## src/rtl/lsact_ram.sv

```systemverilog
`timescale 1ns / 1ps
`default_nettype none
// ----------------------------------------------------------------------------
// lsact_ram
// Generic single-write, single-read memory with a registered read port.
// ----------------------------------------------------------------------------
module lsact_ram #(
    parameter int WIDTH = 8,
    parameter int DEPTH = 2
) (
    input  wire logic                                   clk,
    input  wire logic                                   we,
    input  wire logic [(DEPTH > 1 ? $clog2(DEPTH) : 1)-1:0] waddr,
    input  wire logic [WIDTH-1:0]                       wdata,
    input  wire logic                                   re,
    input  wire logic [(DEPTH > 1 ? $clog2(DEPTH) : 1)-1:0] raddr,
    output logic      [WIDTH-1:0]                       rdata
);

    logic [WIDTH-1:0] mem [DEPTH];

    always_ff @(posedge clk)
    begin
        if (we)
        begin
            mem[waddr] <= wdata;
        end
        if (re)
        begin
            rdata <= mem[raddr];
        end
    end

endmodule
`default_nettype wire

```

## config.mk

```make
export PLATFORM = sky130hd
export DESIGN_NAME = lsact_ram
export DESIGN_NICKNAME = d
export VERILOG_FILES = /design/src/rtl/lsact_ram.sv
export SDC_FILE = /design/constraint.sdc
export NUM_CORES = 1
export LEC_CHECK = 0
export BUFFER_PORTS_ARGS = -buffer_cell sky130_fd_sc_hd__buf_2
export CAP_MARGIN = 5
export CORE_MARGIN = 2
export CORE_UTILIZATION = 25
export CTS_CLUSTER_DIAMETER = 30
export CTS_CLUSTER_SIZE = 25
export DETAILED_ROUTE_END_ITERATION = 7
export PLACE_DENSITY_LB_ADDON = 0.05
export SLEW_MARGIN = 10
export SYNTH_ARGS = -nofsm -noshare
export SYNTH_HDL_FRONTEND = slang
export SYNTH_SLANG_ARGS = --single-unit
export TNS_END_PERCENT = 100
```

## constraint.sdc

```tcl
create_clock -name clk -period 2.05 [get_ports clk]
set_clock_uncertainty 0.05 [all_clocks]
set_input_delay 0.41 -clock clk [delete_from_list [all_inputs] [get_ports clk]]
set_output_delay 0.41 -clock clk [all_outputs]
set_load 0.05 [all_outputs]
```

Word-level counts from Yosys, hierarchy flattened. Memories as Yosys holds them, arrays and structs flattened. A register that Yosys moved wholly into a read port is not among the register bits. Index checks and enable logic that the tools add are counted. Widths: inputs -> output; s select.

Input bits: 13. RAM bits: 16. Bits in registers: 0. Output and inout bits: 8. Word-level logic and storage cells: 3. Memories: 1.

Memory list: mem (depth 2, width 8, rd ports 1, clocked after Yosys merged registers in 1, write ports 1, line 20) `logic [WIDTH-1:0] mem [DEPTH];`.

Muxes and demuxes: 2.

Operator list (count): $mux 1 (2).

Longest topological paths before layout.
Word-level depth: 2. Gate-level depth with buffers: 2. Depth with buffers taken out: 1.

Worst setup path after synthesis. OpenSTA, ideal clock, no wires.

Path kind: in2reg. From: in we. To: mem mem[0][0] (enable). Required time: 1.627 ns. Arrival: 0.830 ns. Setup slack: 0.797 ns. Stages: 1. Setup time: 0.373 ns. Cells stage by stage: nor2b_1.

Longest elaborated chain between the ends: 2.

RTL lines: start, declared (line 12) `input wire logic we,`; $mux 1 (line 24) `if (we)`; $mux 1 (implied by the code) (line 26) `mem[waddr] <= wdata;`; end, declared (line 20).

No other way between the ends.

Worst setup path after layout.
From: reg rdata[5] (read register of mem). To: out rdata[5].

RTL lines: start, declared (line 17) `output logic [WIDTH-1:0] rdata`.

No word-level cell between the ends.

==> parameters.txt <==
Parameter                              Value

Synth
  Post-synthesis instance area    between 800 and 900 µm²
  Simple-gate share of the synthesized area    1.45%
  Yosys warning count    0
  Register area share after synthesis    a little over four fifths
  Post-synthesis adder-cell area fraction    0%
  Cells after synthesis    35
  Cell variety after synth    5
  Multiplexer area fraction after synthesis    between 10 and 15%
  Number of flip-flops and latches in the synthesized netlist    24
  Compound-gate portion of the synthesized area    0%
  Avg Cell Area, Syn    approximately 25 µm²
  Syn nets    between 40 and 50
  Post-synthesis share of cell area spent on xor and xnor gates    0%
  Largest family of logic cells by synthesized area    multiplexers

Clocking
  H-tree levels    1
  Sinks on the clock net    24
  CTS clk-pin slew, worst paths    130 ps
  Number of cells upsized or downsized after cts    0
  CTS Root Cell    sky130_fd_sc_hd__clkbuf_4
  CTS tree    done
  CTS Buf Count    3
  Longest Clk Path Bufs    2
  Post-CTS Hold Buffers    0
  Post-CTS setup buffer count    0
  Clock insertion delay at the later pin of the skew report    between 300 and 400 ps

Drt
  DRC violations left    0
  Number of antenna-violating nets in the routed design    0
  Routed WL per cell    ~12 µm
  Detailed-route vias per instance    ~3.6
  Total number of vias    374
  First drt pass iteration count    2
  Starting DRT DRC Count    10
  DRT Wirelength    approximately 1300 µm

GRT
  Antenna violations before repair    0
  Global-route congestion overflow total    0
  Number of global-route vias before repair    373
  First-pass GRT wire length    between 1500 and 2000 µm
  Overall track demand over capacity in global routing    6.78%
  Pin count of the biggest net entering global routing    14

Worst setup path
  Required time worst endpoint    approximately 1600 ps
  Largest driver fanout on the critical path    1
  Largest stage delay on the critical path    ~350 ps
  Family of cells with the greatest summed delay on the critical path    flip-flops
  Critical path startpoint category    flop
  Count of buffering cells on the critical path with inverters included    1
  Ordered cell list for the critical path    buf_2
  Critical path data arrival time    930 ps
  Worst Setup Path Type    reg -> out
  Max stage delay cell, worst path    sky130_fd_sc_hd__edfxtp_1
  Crit end category    primary output

Timing
  Worst-case headroom to the max-slew limit    between 70% and 80%
  Final critical delay including setup and external delays    ~1400 ps
  Final Slew Violations    0
  Final Hold Vio Count    0
  Achievable clock frequency    between 700 and 800 MHz
  Unrepaired setup endpoints after global routing    no
  Setup violation total in the final timing report    0
  Period utilization    between 60% and 70%
  Transition at the pin with the smallest max-transition slack    about 370 ps
  Sum Neg Setup Slack    0 ps

Floorplanning
  Die footprint    a little under 0.004 mm²
  Die Height    62.8 µm
  Total core area    ~0.0033 mm²
  Starting Density    25.9%
  Cell Rows    21
  Die Span X    ~63 µm
  Boundary Pins    21

Flow run
  Max-cap violations    0

Final layout
  P&R area growth vs syn    20.8%
  Number of antenna diodes    0
  Layout cells sized above 1    54.2%
  Count of nets after finishing    73
  Leading cell types in the layout, fill and taps excluded    sky130_fd_sc_hd__edfxtp_1 (24), sky130_fd_sc_hd__buf_2 (20), sky130_fd_sc_hd__mux2_4 (8), sky130_fd_sc_hd__clkbuf_4 (3)
  Post-route design area    approximately 0.0010 mm²
  Most common library cell in the layout ignoring fill and taps    sky130_fd_sc_hd__edfxtp_1

Placed design
  Port Buffer Count    20
  Post-place instance area    0.00102 mm²
  Final estimated routing congestion in global placement    around 0.63

Power
  Leak    0.398 nW
  Power density normalized to cell area    around 870 mW/mm²
  Maximum VDD drop    about 0.25 mV

Status
  Result of the run    completed

Hold path
  Worst min path class    in -> reg
[logic make-up after synthesis]
| family | count (synthesis) |
|---|---|
| flip-flops | 24 |
| buffers and inverters | 1 |
| multiplexers | 8 |
| AND/OR/NAND/NOR | 2 |
[synthesized netlist by cell type]
master                     count  area (µm²)
sky130_fd_sc_hd__mux2_4        8         120
sky130_fd_sc_hd__nor2b_1       1        6.26
sky130_fd_sc_hd__edfxtp_1     24         721
sky130_fd_sc_hd__buf_6         1        11.3
sky130_fd_sc_hd__and2_1        1        6.26
[area by class of cell]
cell class | instances | area (µm²)
clock inverter | 1 | 3.75
tap | 46 | 57.6
fill | 342 | 2290
multi-input combinational | 10 | 133
clock buffer | 3 | 22.5
sequential | 24 | 721
timing repair buffer | 21 | 108
[state kept, by name, indices dropped and copies added, names as in the netlist]
| signal | flops |
|---|---|
| mem | 16 |
| rdata | 8 |
[routing by layer]
layer  global-route usage, %  share of wire [%]  routed length [µm]
met1                    9.25                 49                 623
met5                       0                  0                   0
met3                    2.52                7.3                  94
met2                    9.41                 42                 541
met4                    3.33                1.7                  22
[where the power goes]
group / switching, mW / internal [mW] / total, mW
logic: 0.0672 / 0.0388 / 0.106
registers: 0.00786 / 0.579 / 0.587
clock network: 0.141 / 0.0712 / 0.212
[through the flow]
stage | total power, mW | setup slack (ps) | hold WS (ps) | util, % | cells
detailed placement | 0.707 | 728 | 488 | 30.5 | 101
global placement | 0.707 | 743 | 484 | 30.5 | 101
finish | 0.904 | 663 | 222 | 31.3 | 105
global route | 0.948 | 597 | 202 | 31.3 | 105
CTS | 0.915 | 633 | 214 | 31.3 | 105
floorplan | 0.673 | 797 | 459 | - | 35
[path summary, 6_finish.rpt]
path / start / slack [ps] / to / cells after the start
max: rdata[5] / 660 / rdata[5] / 1
min: wdata[7] / 220 / mem[1][7] / 1
min reg2reg: mem[0][0] / 510 / rdata[0] / 1
max reg2reg: mem[0][7] / 1090 / rdata[7] / 1
Note: power is estimated with default switching activity, not from simulation.
